===== src/sv/ced_pkg.sv =====
// Shared types, constants and character classifiers for the escape sequence decoder.
// Depends on nothing; every other file of the block imports it.
package ced_pkg;

	localparam int CH_W      = 21;
	localparam int CP_W      = 32;
	localparam int FIFO_DEPTH = 4;
	localparam int FIFO_AW   = 2;
	localparam int FIFO_CW   = FIFO_AW + 1;

	typedef enum logic [1:0] {
		KIND_PLAIN = 2'd0,
		KIND_ESC   = 2'd1,
		KIND_ERR   = 2'd2
	} kind_t;

	typedef enum logic [6:0] {
		PH_IDLE = 7'b0000001,
		PH_ESC  = 7'b0000010,
		PH_OCT  = 7'b0000100,
		PH_HEX0 = 7'b0001000,
		PH_HEX  = 7'b0010000,
		PH_UNI4 = 7'b0100000,
		PH_UNI8 = 7'b1000000
	} phase_t;

	typedef struct packed {
		logic [CP_W-1:0] code_point;
		kind_t           kind;
		logic            last;
	} result_t;

	// Up to two results leave the decoder for one character.
	typedef struct packed {
		logic [1:0] count;
		result_t    first;
		result_t    second;
	} step_res_t;

	localparam logic [CH_W-1:0] CH_BSLASH = 21'h5C;
	localparam logic [CH_W-1:0] CH_ZERO   = 21'h30;
	localparam logic [CH_W-1:0] CH_SEVEN  = 21'h37;
	localparam logic [CH_W-1:0] CH_HEX_X  = 21'h78;
	localparam logic [CH_W-1:0] CH_UNI_LO = 21'h75;
	localparam logic [CH_W-1:0] CH_UNI_UP = 21'h55;
	localparam logic [7:0]      ESC_CODE  = 8'h1B;

	// Returns {valid, value} for a hexadecimal digit character.
	function automatic logic [4:0] hex_digit(input logic [CH_W-1:0] c);
		logic dec;
		logic low;
		logic up;
		dec = (c >= 21'h30) && (c <= 21'h39);
		low = (c >= 21'h61) && (c <= 21'h66);
		up  = (c >= 21'h41) && (c <= 21'h46);
		if (dec) begin
			return {1'b1, c[3:0]};
		end else if (low || up) begin
			return {1'b1, c[3:0] + 4'd9};
		end
		return 5'd0;
	endfunction

	// Returns {hit, value} for the single-character escapes.
	function automatic logic [8:0] simple_escape(input logic [CH_W-1:0] c);
		logic [8:0] r;
		unique case (c)
			21'h27: r = {1'b1, 8'h27};
			21'h22: r = {1'b1, 8'h22};
			21'h3F: r = {1'b1, 8'h3F};
			21'h5C: r = {1'b1, 8'h5C};
			21'h61: r = {1'b1, 8'h07};
			21'h62: r = {1'b1, 8'h08};
			21'h66: r = {1'b1, 8'h0C};
			21'h6E: r = {1'b1, 8'h0A};
			21'h72: r = {1'b1, 8'h0D};
			21'h74: r = {1'b1, 8'h09};
			21'h76: r = {1'b1, 8'h0B};
			21'h65: r = {1'b1, ESC_CODE};
			default: r = 9'd0;
		endcase
		return r;
	endfunction

endpackage


===== src/sv/ced_if.sv =====
// Valid/ready channel interfaces for the characters in and the decoded results out.
// Depends on ced_pkg for field widths and the result kind type.
interface ced_char_if;
	import ced_pkg::*;
	logic            valid;
	logic            ready;
	logic [CH_W-1:0] ch;
	logic            in_last;
	modport source (output valid, ch, in_last, input ready);
	modport sink (input valid, ch, in_last, output ready);
endinterface

interface ced_result_if;
	import ced_pkg::*;
	logic            valid;
	logic            ready;
	logic [CP_W-1:0] code_point;
	kind_t           kind;
	logic            out_last;
	modport source (output valid, code_point, kind, out_last, input ready);
	modport sink (input valid, code_point, kind, out_last, output ready);
endinterface


===== src/sv/ced_step.sv =====
// Escape decoding state machine: the phase, accumulator and digit count registers
// and the per-character next-state logic. Depends on ced_pkg.
module ced_step (
	input  logic                     clk,
	input  logic                     arst_n,
	input  logic                     en,
	input  logic [ced_pkg::CH_W-1:0] ch,
	input  logic                     last,
	output ced_pkg::step_res_t       res
);
	import ced_pkg::*;

	phase_t          phase_q, phase_d;
	logic [CP_W-1:0] acc_q, acc_d;
	logic [3:0]      dig_q, dig_d;
	logic            skip_q, skip_d;

	logic [4:0] hx;
	logic [8:0] se;
	logic       is_oct;
	logic [3:0] dig_inc;
	logic [3:0] need;
	logic       idle_go;
	logic       idle_slot;
	logic       err;
	logic       err_slot;
	step_res_t  r;

	always_comb begin
		phase_d   = phase_q;
		acc_d     = acc_q;
		dig_d     = dig_q;
		skip_d    = skip_q;
		r         = '0;
		idle_go   = 1'b0;
		idle_slot = 1'b0;
		err       = 1'b0;
		err_slot  = 1'b0;
		hx        = hex_digit(ch);
		se        = simple_escape(ch);
		is_oct    = (ch >= CH_ZERO) && (ch <= CH_SEVEN);
		dig_inc   = dig_q + 4'd1;
		need      = (phase_q == PH_UNI4) ? 4'd4 : 4'd8;

		if (!skip_q) begin
			unique case (phase_q) inside
				PH_ESC: begin
					phase_d = PH_IDLE;
					if (se[8]) begin
						r.first = '{code_point: {24'd0, se[7:0]}, kind: KIND_ESC, last: last};
						r.count = 2'd1;
					end else if (is_oct) begin
						acc_d   = {29'd0, ch[2:0]};
						dig_d   = 4'd1;
						phase_d = PH_OCT;
						if (last) begin
							r.first = '{code_point: {29'd0, ch[2:0]}, kind: KIND_ESC, last: 1'b1};
							r.count = 2'd1;
						end
					end else if (ch == CH_HEX_X || ch == CH_UNI_LO || ch == CH_UNI_UP) begin
						acc_d   = '0;
						dig_d   = 4'd0;
						phase_d = (ch == CH_HEX_X) ? PH_HEX0 :
							(ch == CH_UNI_LO) ? PH_UNI4 : PH_UNI8;
						err     = last;
					end else begin
						r.first = '{code_point: {11'd0, ch}, kind: KIND_ESC, last: last};
						r.count = 2'd1;
					end
				end
				PH_OCT: begin
					if (is_oct) begin
						acc_d = {acc_q[CP_W-4:0], ch[2:0]};
						dig_d = dig_inc;
						if (dig_inc >= 4'd3 || last) begin
							r.first = '{code_point: {acc_q[CP_W-4:0], ch[2:0]},
								kind: KIND_ESC, last: last};
							r.count = 2'd1;
							phase_d = PH_IDLE;
						end
					end else begin
						r.first   = '{code_point: acc_q, kind: KIND_ESC, last: 1'b0};
						r.count   = 2'd1;
						phase_d   = PH_IDLE;
						idle_go   = 1'b1;
						idle_slot = 1'b1;
					end
				end
				PH_HEX0, PH_HEX: begin
					if (hx[4]) begin
						acc_d   = {acc_q[CP_W-5:0], hx[3:0]};
						phase_d = PH_HEX;
						if (last) begin
							r.first = '{code_point: {acc_q[CP_W-5:0], hx[3:0]},
								kind: KIND_ESC, last: 1'b1};
							r.count = 2'd1;
						end
					end else if (phase_q == PH_HEX0) begin
						err = 1'b1;
					end else begin
						r.first   = '{code_point: acc_q, kind: KIND_ESC, last: 1'b0};
						r.count   = 2'd1;
						phase_d   = PH_IDLE;
						idle_go   = 1'b1;
						idle_slot = 1'b1;
					end
				end
				PH_UNI4, PH_UNI8: begin
					if (!hx[4]) begin
						err = 1'b1;
					end else begin
						acc_d = {acc_q[CP_W-5:0], hx[3:0]};
						dig_d = dig_inc;
						if (dig_inc >= need) begin
							r.first = '{code_point: {acc_q[CP_W-5:0], hx[3:0]},
								kind: KIND_ESC, last: last};
							r.count = 2'd1;
							phase_d = PH_IDLE;
						end else begin
							err = last;
						end
					end
				end
				default: begin
					phase_d = PH_IDLE;
					idle_go = 1'b1;
				end
			endcase

			// A character handled outside any escape, possibly right after a
			// run that it ended.
			if (idle_go) begin
				if (ch == CH_BSLASH) begin
					if (last) begin
						err      = 1'b1;
						err_slot = idle_slot;
					end else begin
						phase_d = PH_ESC;
					end
				end else if (idle_slot) begin
					r.second = '{code_point: {11'd0, ch}, kind: KIND_PLAIN, last: last};
					r.count  = 2'd2;
				end else begin
					r.first = '{code_point: {11'd0, ch}, kind: KIND_PLAIN, last: last};
					r.count = 2'd1;
				end
			end

			if (err) begin
				if (err_slot) begin
					r.second = '{code_point: '0, kind: KIND_ERR, last: last};
					r.count  = 2'd2;
				end else begin
					r.first = '{code_point: '0, kind: KIND_ERR, last: last};
					r.count = 2'd1;
				end
				phase_d = PH_IDLE;
				acc_d   = '0;
				dig_d   = 4'd0;
				skip_d  = !last;
			end
		end

		// The end of the literal returns every register to its reset value.
		if (last) begin
			phase_d = PH_IDLE;
			acc_d   = '0;
			dig_d   = 4'd0;
			skip_d  = 1'b0;
		end

		if (!en) begin
			r.count = 2'd0;
		end
	end

	assign res = r;

	always_ff @(posedge clk or negedge arst_n) begin
		if (!arst_n) begin
			phase_q <= PH_IDLE;
			acc_q   <= '0;
			dig_q   <= 4'd0;
			skip_q  <= 1'b0;
		end else if (en) begin
			phase_q <= phase_d;
			acc_q   <= acc_d;
			dig_q   <= dig_d;
			skip_q  <= skip_d;
		end
	end

endmodule


===== src/sv/ced_result_fifo.sv =====
// Four-entry result queue that takes up to two results per cycle and gives one.
// Depends on ced_pkg for the result types and queue sizes.
module ced_result_fifo (
	input  logic               clk,
	input  logic               arst_n,
	input  ced_pkg::step_res_t push,
	input  logic               pop,
	output ced_pkg::result_t   head,
	output logic               not_empty,
	output logic               room2
);
	import ced_pkg::*;

	result_t              mem_q [FIFO_DEPTH];
	logic [FIFO_AW-1:0]   wr_q;
	logic [FIFO_AW-1:0]   rd_q;
	logic [FIFO_CW-1:0]   count_q;
	logic                 do_pop;

	assign not_empty = (count_q != '0);
	assign room2     = (count_q <= FIFO_CW'(FIFO_DEPTH - 2));
	assign do_pop    = pop && not_empty;
	assign head      = mem_q[rd_q];

	always_ff @(posedge clk) begin
		if (push.count != 2'd0) begin
			mem_q[wr_q] <= push.first;
		end
		if (push.count == 2'd2) begin
			mem_q[wr_q + FIFO_AW'(1)] <= push.second;
		end
	end

	always_ff @(posedge clk or negedge arst_n) begin
		if (!arst_n) begin
			wr_q    <= '0;
			rd_q    <= '0;
			count_q <= '0;
		end else begin
			wr_q    <= wr_q + FIFO_AW'(push.count);
			rd_q    <= rd_q + FIFO_AW'(do_pop);
			count_q <= count_q + FIFO_CW'(push.count) - FIFO_CW'(do_pop);
		end
	end

	a_count_bound: assert property (@(posedge clk) disable iff (!arst_n)
		count_q <= FIFO_CW'(FIFO_DEPTH))
		else $error("result queue count beyond depth");

	a_no_overflow: assert property (@(posedge clk) disable iff (!arst_n)
		(push.count != 2'd0) |-> (count_q + FIFO_CW'(push.count) <= FIFO_CW'(FIFO_DEPTH)))
		else $error("result queue pushed past its depth");

	a_ptr_match: assert property (@(posedge clk) disable iff (!arst_n)
		(wr_q - rd_q) == count_q[FIFO_AW-1:0])
		else $error("result queue pointers disagree with count");

endmodule


===== src/sv/c_escape_sequence_decoder.sv =====
// Path: a character taken into the input stage is decoded and written to the result queue.
// Throughput: one character per cycle while results are taken; a character with two
// results leaves one extra entry in the four-entry result queue, which absorbs it.
// Reset: arst_n clears the input stage, the escape state machine and the queue.
// Depends on ced_pkg, ced_if, ced_step and ced_result_fifo.
module c_escape_sequence_decoder (
	input  logic        clk,
	input  logic        arst_n,
	ced_char_if.sink    chars,
	ced_result_if.source results
);
	import ced_pkg::*;

	// Input stage. A character waits here until the result queue has room for
	// the two results that it may cause; it is then decoded combinationally against
	// the current escape state and its results are written to the queue.
	logic            valid_s1;
	logic [CH_W-1:0] ch_s1;
	logic            last_s1;
	logic            advance;
	logic            load;

	step_res_t step_res;
	result_t   head;
	logic      not_empty;
	logic      room2;

	// The queue's room is taken from its registered count, so ready on the
	// character side never depends on ready on the result side in the same cycle.
	assign advance     = valid_s1 && room2;
	assign chars.ready = !valid_s1 || advance;
	assign load        = chars.valid && chars.ready;

	always_ff @(posedge clk or negedge arst_n) begin
		if (!arst_n) begin
			valid_s1 <= 1'b0;
		end else if (chars.ready) begin
			valid_s1 <= chars.valid;
		end
	end

	always_ff @(posedge clk) begin
		if (load) begin
			ch_s1   <= chars.ch;
			last_s1 <= chars.in_last;
		end
	end

	// The decoder updates its state only for a character that advances, so a
	// stalled character is decoded exactly once.
	ced_step u_step (
		.clk    (clk),
		.arst_n (arst_n),
		.en     (advance),
		.ch     (ch_s1),
		.last   (last_s1),
		.res    (step_res)
	);

	// Results leave the head of the queue one per cycle while results.ready is high.
	ced_result_fifo u_fifo (
		.clk       (clk),
		.arst_n    (arst_n),
		.push      (step_res),
		.pop       (results.ready),
		.head      (head),
		.not_empty (not_empty),
		.room2     (room2)
	);

	assign results.valid      = not_empty;
	assign results.code_point = head.code_point;
	assign results.kind       = head.kind;
	assign results.out_last   = head.last;

endmodule


===== src/flat_wrapper.sv =====
// flat-port wrapper written by rule: the top's interface ports become plain ports
module c_escape_sequence_decoder_flat import ced_pkg::*;
  (clk, arst_n, chars_valid, chars_ch, chars_in_last, chars_ready, results_valid, results_code_point, results_kind, results_out_last, results_ready);
  ced_char_if chars_i ();
  ced_result_if results_i ();
  input  logic clk;
  input  logic arst_n;
  input wire logic [$bits(chars_i.valid)-1:0] chars_valid;
  input wire logic [$bits(chars_i.ch)-1:0] chars_ch;
  input wire logic [$bits(chars_i.in_last)-1:0] chars_in_last;
  output wire logic [$bits(chars_i.ready)-1:0] chars_ready;
  output wire logic [$bits(results_i.valid)-1:0] results_valid;
  output wire logic [$bits(results_i.code_point)-1:0] results_code_point;
  output wire logic [$bits(results_i.kind)-1:0] results_kind;
  output wire logic [$bits(results_i.out_last)-1:0] results_out_last;
  input wire logic [$bits(results_i.ready)-1:0] results_ready;
  assign chars_i.valid = chars_valid;
  assign chars_i.ch = chars_ch;
  assign chars_i.in_last = chars_in_last;
  assign chars_ready = chars_i.ready;
  assign results_valid = results_i.valid;
  assign results_code_point = results_i.code_point;
  assign results_kind = results_i.kind;
  assign results_out_last = results_i.out_last;
  assign results_i.ready = results_ready;
  c_escape_sequence_decoder u_core (.clk(clk), .arst_n(arst_n), .chars(chars_i), .results(results_i));
endmodule

===== config.mk =====
export PLATFORM = sky130hd
export DESIGN_NAME = c_escape_sequence_decoder_flat
export DESIGN_NICKNAME = d
export VERILOG_FILES = /design/src/sv/ced_pkg.sv /design/src/sv/ced_if.sv /design/src/sv/ced_step.sv /design/src/sv/ced_result_fifo.sv /design/src/sv/c_escape_sequence_decoder.sv /design/src/flat_wrapper.sv
export SDC_FILE = /design/constraint.sdc
export NUM_CORES = 1
export LEC_CHECK = 0
export BUFFER_PORTS_ARGS = -buffer_cell sky130_fd_sc_hd__buf_2
export CORE_ASPECT_RATIO = 0.75
export CORE_UTILIZATION = 33
export CTS_CLUSTER_SIZE = 30
export DETAILED_ROUTE_END_ITERATION = 16
export PLACE_DENSITY = 0.57
export SLEW_MARGIN = 10
export SYNTH_ARGS = -nofsm -noshare
export SYNTH_HDL_FRONTEND = slang
export SYNTH_SLANG_ARGS = --single-unit

===== constraint.sdc =====
create_clock -name clk -period 4.85 [get_ports clk]
set_input_delay 0.2425 -clock clk [delete_from_list [all_inputs] [get_ports clk]]
set_output_delay 0.2425 -clock clk [all_outputs]
set_load 0.01 [all_outputs]

**Yosys cells after proc, flatten, opt, wreduce, memory -nomap -nowiden**

Memory sizes are Yosys's and may differ from the RTL's.
Index checks and enable logic that the tools add are counted.

- Register bits after elaboration: 74
- Latch bits: 0
- Bits in writable memories: 140
- ROM bits: 0
- Logic and storage cells: 176
- Memories: 1

- $add $sub $neg: 7
- Multiply operators: 0
- Divide/modulo/power cells: 0
- Order comparisons: 10
- Equality and inequality tests: 28
- Shift operators: 0
- Muxes and demuxes: 95
- Bitwise gates (word level): 0
- Reduce and logical (&&, ||, !) cells: 25

Memories:

| memory | words | width | read ports | clocked after Yosys merged registers in | wr ports | line | source |
|---|---|---|---|---|---|---|---|
| u_core.u_fifo.mem_q | 4 | 35 | 1 | 0 | 2 | ced_result_fifo.sv:14 | `result_t mem_q [FIFO_DEPTH];` |

Operators with widths:

| kind | number |
|---|---|
| 72-bit two-way mux | 4 |
| 32-bit two-way mux | 8 |
| 21-bit by 7-bit == test with 1-bit output, second input constant | 12 |
| 36-bit two-way mux | 7 |
| 37-bit two-way mux | 4 |
| 37-bit case mux with 4 select lines | 1 |
| 7-bit two-way mux | 16 |
| 9-bit case mux with 12 select lines | 1 |
| 35-bit two-way mux | 3 |
| 32-bit case mux with 3 select lines | 1 |
| 21-bit by 6-bit == test with 1-bit output, second input constant | 3 |
| 21-bit by 7-bit greater-or-equal comparator with 1-bit output, second input constant | 2 |
| 21-bit by 6-bit <= comparator with 1-bit output, second input constant | 2 |
| 21-bit by 7-bit <= comparator with 1-bit output, second input constant | 2 |
| 4-bit two-way mux | 9 |
| 1-bit two-way mux | 29 |
| 7-bit case mux with 4 select lines | 1 |
| 24-bit two-way mux | 1 |
| 21-bit by 6-bit greater-or-equal comparator with 1-bit output, second input constant | 1 |
| 5-bit two-way mux | 3 |
| 7-bit AND reduction | 2 |
| 4-bit case mux with 3 select lines | 1 |
| 5-bit nonzero test | 2 |
| 4-bit by 2-bit inequality test with 1-bit output, second input constant | 2 |
| 33 further kinds | 48 |

**Logic depth before layout (Yosys ltp)**

Gate-level depths: netlist of run 1.

- Depth in word-level cells: 20
- Mapped depth: 17
- Mapped depth without buffers: 16

**Cells and area by module**

A second synthesis of run 1 with hierarchy kept.

- Cells, all modules: 1,063
- Area total of the unflattened synthesis: 12,896.1 µm²

By module, submodules not included:

| module | instances | cells each | area an instance (µm²) | seq. area each (µm²) |
|---|---|---|---|---|
| ced_result_fifo | 1 | 378 | 7,174.4 | 4,379.2 |
| ced_step | 1 | 658 | 5,001.0 | 1,102.3 |
| c_escape_sequence_decoder | 1 | 27 | 720.7 | 685.7 |

**Worst setup path after synthesis of run 1**

Ideal clock, no wire load.

- Path kind: flip-flop to flip-flop
- From: register u_core.ch_s1[1]
- To: memory u_core.u_fifo.mem_q[1][0] (netlist bit), enable pin
- Setup time: 0.380 ns
- Arrival time: 3.629 ns
- Data required time: 4.470 ns
- Path slack: 0.841 ns
- Stages on the path, launching flop included: 16
- Buffers on the path: 5
- Cells stage by stage: edfxtp_1 buf_4 inv_1 ha_1 o21ba_2 o21ai_0 and3_1 buf_2 nor3_4 a21oi_2 or4_1 buf_2 or3_1 buf_2 buf_6 nand2_1

RTL lines:

| what | line | source |
|---|---|---|
| start: declaration | c_escape_sequence_decoder.sv:18 | `logic [CH_W-1:0] ch_s1;` |
| start signal: assignment | c_escape_sequence_decoder.sv:44 | `ch_s1 <= chars.ch;` |
| end: declaration | ced_result_fifo.sv:14 |  |

==> reports/results.tsv, run 1 <==
metric	value	unit
number of flops mapped to enable cells by yosys	114	
CP startpoint	u_core.ch_s1[1]$_DFFE_PP_	
Achievable Freq	228	MHz
LEAKAGE	4.79	nW
Yosys reg bits	214	
GR Util met2	0.300	
die area	0.0372	mm^2
Hold Vio Cnt, Final	0	
Hold Crit Class	in -> reg	
Yosys top cell by area	edfxtp_1	
CP startpoint kind	flop	
Layout fillers	3492	
crit path time final	4.39	ns
most used routing layer	met1	
Multi-input gate area	0.00583	mm^2
Synth Area in Simple Gates	0.154	
XOR/XNOR share of the synthesized area	0.0102	
average size of a mapped cell	10.3	um^2
Core Rows	60	
Commonest cells post-synth	nand2_1, edfxtp_1, a21oi_1	
DP Wirelength	26.8	mm
Final GP Congestion	0.916	
crit-path leading delay family	simple AND/OR/NAND/NOR gates	
arrival time at the worst endpoint	4.80	ns
register area	0.00569	mm^2
IO Port Bufs	62	
Core ar.	0.0359	mm^2
Worst Setup End Kind	flop	
max-cap violation count	0	
finished layout cell area	0.0139	mm^2
Mapped Area	0.0120	mm^2
Max Buffers Root-to-Sink	3	
hold path start	results_ready	
run status	finished clean	
total grt overflow	0	
initial core utilization	0.335	
PnR Total Power	6.24	mW
Area Overhead vs Synth	15.5	%
PwrDens	449	mW/mm^2
CTS tree	yes	
syn nets	1208	
mux cell area share after synthesis	0.0655	
Synth area leaders	edfxtp_1, dfrtp_1, dfxtp_1	
worst skew pair latency	0.55	ns
Period Utilization, post-route	0.905	
residual DRC count	0	
adder-cell share of the synthesized area	0.0162	
Distinct cells, synth	81	
Final setup viols	0	
vias in the first global route	9653	
DP Cell Count	1627	
synthesized netlist cell count	1167	
Max VDD drop	275	uV
iteration-0 DRC count of the detailed router	1453	
DRT antenna net count	0	
register area share after synthesis	0.472	
Slowest cell on crit path	nor2_1	
clock slew at reported path FFs	0.07	ns
ys flop type	edfxtp_1	
fraction of registers with async set or reset after synthesis	0.243	
post-synth top area share	0.284	
TritonCTS buffer count	24	
Post-Route Skew	0.0163	ns
drt wl/cell	22.9	um
RR Startpoint	u_core.ch_s1[1]$_DFFE_PP_	
RSZ-0062 raised after global routing	false	
Max Fanout on Critical Path	13	
share of post-route cells with drive strength above 1	0.185	
Compound-Gate Fraction of Synth Area	0.236	
Worst path max stage delay	0.95	ns
CP required	5.26	ns
antenna violations before repair	0	
final worst slack	0.460	ns
met3 Track Usage GR	0.0377	
Die Span Y	167	um
placed cell area	0.0128	mm^2
DRT Pass-1 Iters	6	
total number of vias	10300	
Tightest Pin Transition	1.14	ns
met1 Usage GRT	0.316	
Ant. Diodes	0	
DR vias/cell	6.07	
first-pass GRT wire length	60.1	mm
WL final	38.8	mm
DP Worst Slack	0.585	ns
Crit Path Class	reg -> reg	
CP bufs+invs	1	
top-count cell post-synth	nand2_1	
io pins	63	
Slew headroom	0.237	
TritonCTS Sinks	214	
utilization after layout	0.387	
fin cells	1695	
CP Cell Sequence	inv_1 -> ha_1 -> o21ba_2 -> o21ai_0 -> and3_1 -> nor3_4 -> a21oi_2 -> or4_1 -> nor2_1 -> a32o_1	
Synth warnings	0	
largest net degree at the start of global routing	53	
Total GRT Usage	0.206	
H-tree depth	1	
largest family of logic cells by synthesized area	compound AO/OA/AOI/OAI gates	
NumNets Final	1253	
Slew Limit Fails	0	
Setup Buffers After CTS	0	
Die Width	223	um
WHS	0.222	ns
Clock Tree Root	clkbuf_16	
TNS Setup	0	ns
## layer usage
layer / share of wire / vias to the layer above
met1: 0.48 / 5175
met2: 0.42 / 433
li1: - / 4625
met3: 0.080 / 56
met4: 0.018 / 0
met5: 0 / -
## where the power goes
group	internal [mW]	switching (mW)	leakage, nW
sequential	2.26	0.280	2.11
clock	1.19	0.795	0.420
combinational	0.707	1.02	2.26
total	4.15	2.09	4.79
## flip-flops by register name (all words and copies together), names as in the netlist
register and count:
u_core.ch_s1 21, u_core.u_fifo.wr_q 2, u_core.u_fifo.count_q 3, u_core.u_step.phase_q 7, u_core.u_step.dig_q 4, u_core.u_step.acc_q 32
u_core.last_s1 1, u_core.u_step.skip_q 1, u_core.u_fifo.mem_q 140, u_core.valid_s1 1, u_core.u_fifo.rd_q 2
## cell type report
class                   count  area share
clock buffers              33      0.0509
clock inverters            11      0.0106
inverters                  14     0.00378
multi-input cells         828       0.419
flip-flops and latches    214       0.409
well taps                 465      0.0419
repair buffers            130      0.0643
## what timing repair did
| action | CTS | global route |
|---|---|---|
| hold buffers | 24 | 0 |
| gates resized for setup | 0 | 0 |
| endpoints found under the hold margin | 74 | 0 |
| setup endpoints to repair | 0 | 0 |
## logic make-up after synthesis
logic type	after synthesis
AOI/OAI and AO/OA	395
and+or+nand+nor	369
DFF	214
buffers and inverters	125
muxes	35
adders and majority gates	15
xor gates and xnor gates	14
## path summary, 6_finish.rpt
path	endpoint	slack, ns	cells past startpoint
worst max-delay path	u_core.u_fifo.mem_q[3][17]$_DFFE_PP_	0.46	10
worst min-delay path	u_core.u_fifo.rd_q[0]$_DFF_PN0_	0.22	3
worst max register to register	u_core.u_fifo.mem_q[3][17]$_DFFE_PP_	0.46	10
worst min register to register	u_core.u_fifo.mem_q[3][25]$_SDFFE_PP0P_	0.45	2
max in group asynchronous	u_core.u_fifo.rd_q[0]$_DFF_PN0_	3.99	3
min in group asynchronous	u_core.u_step.acc_q[17]$_DFFE_PN0P_	0.37	3
## worst min-delay path, cell delays in order
cell and delay, ns:
buf_2 0.07, and2_1 0.25, ha_1 0.16
## cell usage in the layout (no fill, tap or decap), types with 8 or more instances in the layout
cell,synthesis,layout
a21o_1,8,8
a21oi_1,64,61
a22oi_1,38,38
a31o_2,13,13
a31oi_1,25,25
a32o_1,52,52
and2_1,22,22
and3_1,11,11
buf_2,38,62
buf_4,4,43
clkbuf_16,0,26
dfrtp_1,51,50
dfxtp_1,48,48
dlygate4sd3_1,0,24
edfxtp_1,114,114
ha_1,14,14
inv_1,14,14
mux4_2,35,35
nand2_1,179,179
nand2b_1,9,9
nand3_1,44,44
nor2_1,30,30
nor3_1,11,10
o211ai_1,9,9
o21ai_0,33,33
o21ai_1,24,24
o22ai_1,32,32
o22ai_2,10,10
o31ai_1,45,45
or3_1,8,8
Power figures use the tool's default switching activity.
==> inputs of run 2 (changes only) <==
--- a/config.mk
+++ b/config.mk
@@ -5,12 +5,14 @@
 export SDC_FILE = /design/constraint.sdc
 export NUM_CORES = 1
 export LEC_CHECK = 0
+export ABC_AREA = 1
 export BUFFER_PORTS_ARGS = -buffer_cell sky130_fd_sc_hd__buf_2
 export CORE_ASPECT_RATIO = 0.75
 export CORE_UTILIZATION = 33
 export CTS_CLUSTER_SIZE = 30
 export DETAILED_ROUTE_END_ITERATION = 16
 export PLACE_DENSITY = 0.57
+export SKIP_CTS_REPAIR_TIMING = 1
 export SLEW_MARGIN = 10
 export SYNTH_ARGS = -nofsm -noshare
 export SYNTH_HDL_FRONTEND = slang
==> run 2 against run 1 <==
Clock power is 7% lower; combinational power increased by 70%; critical path depth grew 8; worst setup slack better by 0.10 ns; area after synthesis up 11%.
==> reports/results.tsv, run 2 <==
metric	value	unit
commonest non-fill, non-tap cell in the layout	nand2_1	
Hold Vio Cnt, Final	0	
Yosys reg bits	214	
WL final	50.2	mm
hold path start	results_ready	
crit path time final	4.29	ns
Slew headroom	0.183	
top-count cell post-synth	nand2_1	
LEAKAGE	6.03	nW
first-pass GRT wire length	76.3	mm
DRT antenna net count	0	
total number of vias	13400	
Worst path max stage delay	0.53	ns
Multi-input gate area	0.00652	mm^2
die area	0.0413	mm^2
fraction of registers with async set or reset after synthesis	0.243	
fin cells	2352	
CP startpoint kind	flop	
Achievable Freq	233	MHz
RR Startpoint	u_core.ch_s1[0]$_DFFE_PP_	
max reg flops	140	
Slowest cell on crit path	edfxtp_1	
IO Port Bufs	62	
hold path cells	3	
Clock Tree Root	clkbuf_16	
RSZ-0062 raised after global routing	false	
Top Registers	u_core.u_fifo.mem_q x140, u_core.u_step.acc_q x32, u_core.ch_s1 x21	
share of post-route cells with drive strength above 1	0.120	
Core Rows	63	
Hold Crit Class	in -> reg	
Core ar.	0.0397	mm^2
Final GP Congestion	0.981	
register area share after synthesis	0.426	
number of flops mapped to enable cells by yosys	114	
Total GRT Usage	0.242	
register area	0.00569	mm^2
Die Width	234	um
Worst path most repeated cell	nand2_4	
DR vias/cell	5.68	
TritonCTS Sinks	214	
Crit Path Class	reg -> reg	
Tightest Pin Transition	1.22	ns
initial core utilization	0.336	
NumNets Final	1854	
Die Span Y	176	um
run status	finished clean	
Commonest cells post-synth	nand2_1, o21ai_0, nand3_1	
CTS tree	yes	
TritonCTS buffer count	25	
DP Wirelength	35.1	mm
CP Cell Sequence	inv_1 -> ha_1 -> nand2_1 -> nor2_1 -> nand3_2 -> nand3_1 -> nand2_4 -> nand4_4 -> nand2_4 -> inv_4 -> nand2_4 -> nand2_2 -> nand2_4 -> nand2_4 -> nand4_1 -> buf_4 -> nand2_1 -> buf_12	
average size of a mapped cell	7.52	um^2
Ant. Diodes	0	
Max VDD drop	293	uV
residual DRC count	0	
TNS Setup	0	ns
Synth warnings	0	
synthesized netlist cell count	1776	
iteration-0 DRC count of the detailed router	1851	
drt wl/cell	21.3	um
WHS Endpoint	u_core.u_fifo.rd_q[0]$_DFF_PN0_	
total grt overflow	0	
Period Utilization, post-route	0.884	
Layout fillers	4121	
Yosys top cell by area	edfxtp_1	
Max Fanout on Critical Path	21	
clock slew at reported path FFs	0.06	ns
R2R depth	18	
reg-to-reg endpoint	u_core.u_fifo.mem_q[3][3]$_DFFE_PP_	
largest net degree at the start of global routing	62	
Reg2Reg Setup Slack	0.56	ns
ys flop type	edfxtp_1	
vias in the first global route	12200	
syn nets	1817	
DRT Pass-1 Iters	6	
PwrDens	482	mW/mm^2
io pins	63	
Slew Limit Fails	0	
Distinct cells, synth	55	
arrival time at the worst endpoint	4.54	ns
Post-Route Skew	0.0243	ns
post-synth top area share	0.256	
DP Cell Count	2282	
Top reg by flops	u_core.u_fifo.mem_q	
antenna violations before repair	3	
worst skew pair latency	0.55	ns
Final setup viols	0	
H-tree depth	1	
Worst Setup End Kind	flop	
CP required	5.10	ns
Max Buffers Root-to-Sink	3	
Synth area leaders	edfxtp_1, dfrtp_1, o21ai_0	
Mapped Area	0.0134	mm^2
Area Overhead vs Synth	13.2	%
most frequent cells in the layout	nand2_1, o21ai_0, nand3_1	
max-cap violation count	0	
run 2: how the worst max path moves through the flow:
stage	startpoint	to	slack [ns]	depth (start not counted)
after floorplan	u_core.ch_s1[0]$_DFFE_PP_	u_core.u_fifo.mem_q[1][0]$_DFFE_PP_	1.43	20
after global placement	u_core.ch_s1[1]$_DFFE_PP_	u_core.u_fifo.mem_q[3][9]$_DFFE_PP_	0.81	19
after detailed placement	u_core.ch_s1[0]$_DFFE_PP_	u_core.u_fifo.mem_q[3][9]$_DFFE_PP_	0.69	18
after CTS	u_core.ch_s1[0]$_DFFE_PP_	u_core.u_fifo.mem_q[3][3]$_DFFE_PP_	0.66	18
after global routing	u_core.ch_s1[1]$_DFFE_PP_	u_core.u_fifo.mem_q[3][32]$_SDFFE_PP0P_	0.26	20
final	u_core.ch_s1[0]$_DFFE_PP_	u_core.u_fifo.mem_q[3][3]$_DFFE_PP_	0.56	18
run 2: cells by family (layout without fill, tap and decap cells):
kind of cell / count (synthesis) / count (layout) / share of synthesized area
adder cells (fa/ha/maj): 15 / 15 / 0.0146
AO/OA/AOI/OAI: 436 / 436 / 0.183
buffers and inverters: 271 / 327 / 0.0878
AND/OR/NAND/NOR: 831 / 831 / 0.283
XOR/XNOR: 9 / 9 / 0.00590
flip-flops: 214 / 214 / 0.426
run 2: final cells by class:
class	instances	share of cell area
clock inverters	11	0.00405
multi-input cells	1291	0.431
flip-flops and latches	214	0.376
clock buffers	35	0.0486
repair buffers	128	0.0589
well taps	520	0.0430
inverters	153	0.0381
run 2: power breakdown:
group	internal [mW]	total (mW)	switching [mW]
clock	1.06	1.84	0.781
combinational	0.797	2.92	2.13
sequential	2.33	2.52	0.195
total	4.18	7.28	3.10
run 2: metal layers:
layer,vias to the layer above,global-route usage,wire (um)
li1,6232,-,-
met1,6340,0.375,23700
met2,714,0.334,20100
met3,79,0.0581,5320
met4,4,0.0540,1060
met5,-,0,23
run 2: worst max-delay path, delay by kind of cell (launching register included):
kind,cells,cell delay [ns]
AND/OR/NAND/NOR,13,1.96
buffers and inverters,4,1.13
flip-flops,1,0.53
adder cells (fa/ha/maj),1,0.32
run 2: stage by stage:
step	total power, mW	hold slack [ns]	utilization	area, um^2	setup slack [ns]
2_1_floorplan	4.41	-0.0531	-	13400	1.43
3_3_place_gp	5.39	0.427	0.355	14100	0.805
3_5_place_dp	5.41	0.422	0.355	14100	0.690
4_1_cts	7.25	-0.144	0.375	14900	0.656
5_1_grt	7.68	0.309	0.381	15100	0.262
6_report	7.28	0.293	0.381	15100	0.562
==> inputs of run 3 (changes only) <==
--- a/config.mk
+++ b/config.mk
@@ -5,12 +5,11 @@
 export SDC_FILE = /design/constraint.sdc
 export NUM_CORES = 1
 export LEC_CHECK = 0
-export ABC_AREA = 1
 export BUFFER_PORTS_ARGS = -buffer_cell sky130_fd_sc_hd__buf_2
 export CORE_ASPECT_RATIO = 0.75
 export CORE_UTILIZATION = 33
-export CTS_CLUSTER_SIZE = 30
 export DETAILED_ROUTE_END_ITERATION = 16
+export HOLD_SLACK_MARGIN = 0.03
 export PLACE_DENSITY = 0.57
 export SKIP_CTS_REPAIR_TIMING = 1
 export SLEW_MARGIN = 10
==> run 3 against run 2 <==
Worst setup slack got worse by 0.17 ns; via count down 23%; combinational power down 41%; cell count shrank 28%; largest power group is now sequential cells; worst hold slack lost 0.081 ns; routed wire length fell by 23%.
==> reports/results.tsv, run 3 (synthesized netlist as in run 1, its figures left out) <==
metric	value	unit
Period Utilization, post-route	0.918	
Ant. Diodes	0	
Final GP Congestion	0.916	
DRT antenna net count	0	
Achievable Freq	225	MHz
Layout fillers	3492	
TNS Setup	0	ns
Core ar.	0.0359	mm^2
Final setup viols	0	
share of post-route cells with drive strength above 1	0.185	
Post-Route Skew	0.0179	ns
TritonCTS buffer count	24	
die area	0.0372	mm^2
H-tree depth	1	
Total GRT Usage	0.206	
RSZ-0062 raised after global routing	false	
antenna violations before repair	0	
arrival time at the worst endpoint	4.86	ns
Core Rows	60	
CTS tree	yes	
max-cap violation count	0	
io pins	63	
Max VDD drop	276	uV
Hold Crit Class	in -> reg	
Max Fanout on Critical Path	13	
CP startpoint kind	flop	
commonest non-fill, non-tap cell in the layout	nand2_1	
IO Port Bufs	62	
reg-to-reg endpoint	u_core.u_fifo.mem_q[3][17]$_DFFE_PP_	
CP startpoint	u_core.ch_s1[1]$_DFFE_PP_	
Slew headroom	0.192	
Slew Limit Fails	0	
Die Span Y	167	um
R2R depth	10	
vias in the first global route	9516	
register area	0.00569	mm^2
PnR Total Power	6.25	mW
CP required	5.26	ns
WHS	0.212	ns
LEAKAGE	4.79	nW
DRT Pass-1 Iters	6	
Crit Path Class	reg -> reg	
largest net degree at the start of global routing	53	
clock slew at reported path FFs	0.08	ns
CP endpoint	u_core.u_fifo.mem_q[3][17]$_DFFE_PP_	
RR Startpoint	u_core.ch_s1[1]$_DFFE_PP_	
iteration-0 DRC count of the detailed router	1560	
Tightest Pin Transition	1.21	ns
DR vias/cell	6.09	
PwrDens	449	mW/mm^2
total number of vias	10300	
crit path time final	4.45	ns
NumNets Final	1253	
residual DRC count	0	
Die Width	223	um
run status	finished clean	
first-pass GRT wire length	59.7	mm
total grt overflow	0	
WL final	38.8	mm
worst skew pair latency	0.55	ns
most frequent cells in the layout	nand2_1, edfxtp_1, buf_2	
Top Registers	u_core.u_fifo.mem_q x140, u_core.u_step.acc_q x32, u_core.ch_s1 x21	
Area Overhead vs Synth	15.5	%
Multi-input gate area	0.00583	mm^2
max reg flops	140	
Top reg by flops	u_core.u_fifo.mem_q	
drt wl/cell	22.9	um
Max Buffers Root-to-Sink	3	
Hold Vio Cnt, Final	0	
Reg2Reg Setup Slack	0.40	ns
Worst Setup End Kind	flop	
Clock Tree Root	clkbuf_16	
TritonCTS Sinks	214	
DP Wirelength	26.8	mm
initial core utilization	0.335	
[run 3: cell types whose count changed in the layout (fill, tap and decap cells not counted), sizes merged, moves of 42 or more]
| cell | previous run | this run |
|---|---|---|
| o21ai | 270 | 57 |
| nand3 | 219 | 44 |
| nand2 | 341 | 179 |
| nor2 | 192 | 32 |
| inv | 149 | 17 |
| o22ai | 117 | 42 |
| a32o | 0 | 52 |
| a21oi | 24 | 66 |
| o31ai | 3 | 45 |
[run 3: per-stage QoR]
stage | std cells | worst slack [ns] | instance area [um^2] | utilization
after floorplan | 1167 | 0.841 | 12000 | -
after global placement | 1627 | 0.624 | 12800 | 0.357
after detailed placement | 1627 | 0.585 | 12800 | 0.357
after CTS | 1671 | 0.552 | 13700 | 0.381
after global routing | 1695 | 0.256 | 13900 | 0.387
final | 1695 | 0.396 | 13900 | 0.387
[run 3: how the worst min path moves through the flow]
| stage | end | depth (start not counted) | from | slack, ns |
|---|---|---|---|---|
| floorplan | u_core.u_fifo.count_q[0]$_DFF_PN0_ | 0 | arst_n | -0.05 |
| global placement | u_core.ch_s1[4]$_DFFE_PP_ | 1 | chars_ch[4] | 0.42 |
| detailed placement | u_core.ch_s1[7]$_DFFE_PP_ | 1 | chars_ch[7] | 0.42 |
| CTS | u_core.ch_s1[19]$_DFFE_PP_ | 1 | chars_ch[19] | -0.16 |
| global route | u_core.u_fifo.rd_q[0]$_DFF_PN0_ | 3 | results_ready | 0.20 |
| finish | u_core.u_fifo.rd_q[0]$_DFF_PN0_ | 3 | results_ready | 0.21 |
[run 3: routing by layer]
metal	track usage	vias to the layer above	share of wire
met1	0.315	5115	0.46
li1	-	4624	-
met4	0.0438	0	0.018
met5	0	-	0
met2	0.298	523	0.42
met3	0.0377	55	0.095
[run 3: report_power, final]
| group | switching [mW] | internal [mW] |
|---|---|---|
| Sequential | 0.282 | 2.26 |
| Clock | 0.793 | 1.19 |
| Combinational | 1.02 | 0.707 |
[run 3: cell type report]
| type | instances | area share |
|---|---|---|
| tap | 465 | 0.0419 |
| clock buffer | 33 | 0.0509 |
| clock inverter | 11 | 0.0106 |
| timing repair buffer | 130 | 0.0643 |
| multi-input combinational | 828 | 0.419 |
| sequential | 214 | 0.409 |
| inverter | 14 | 0.00378 |
[run 3: critical path, cell delays in order (launching register included)]
cell and delay (ns):
edfxtp_1 0.57, inv_1 0.14, ha_1 0.27, o21ba_2 0.25, o21ai_0 0.14, and3_1 0.39, nor3_4 0.36, a21oi_2 0.12
or4_1 0.75, nor2_1 1.00, a32o_1 0.32
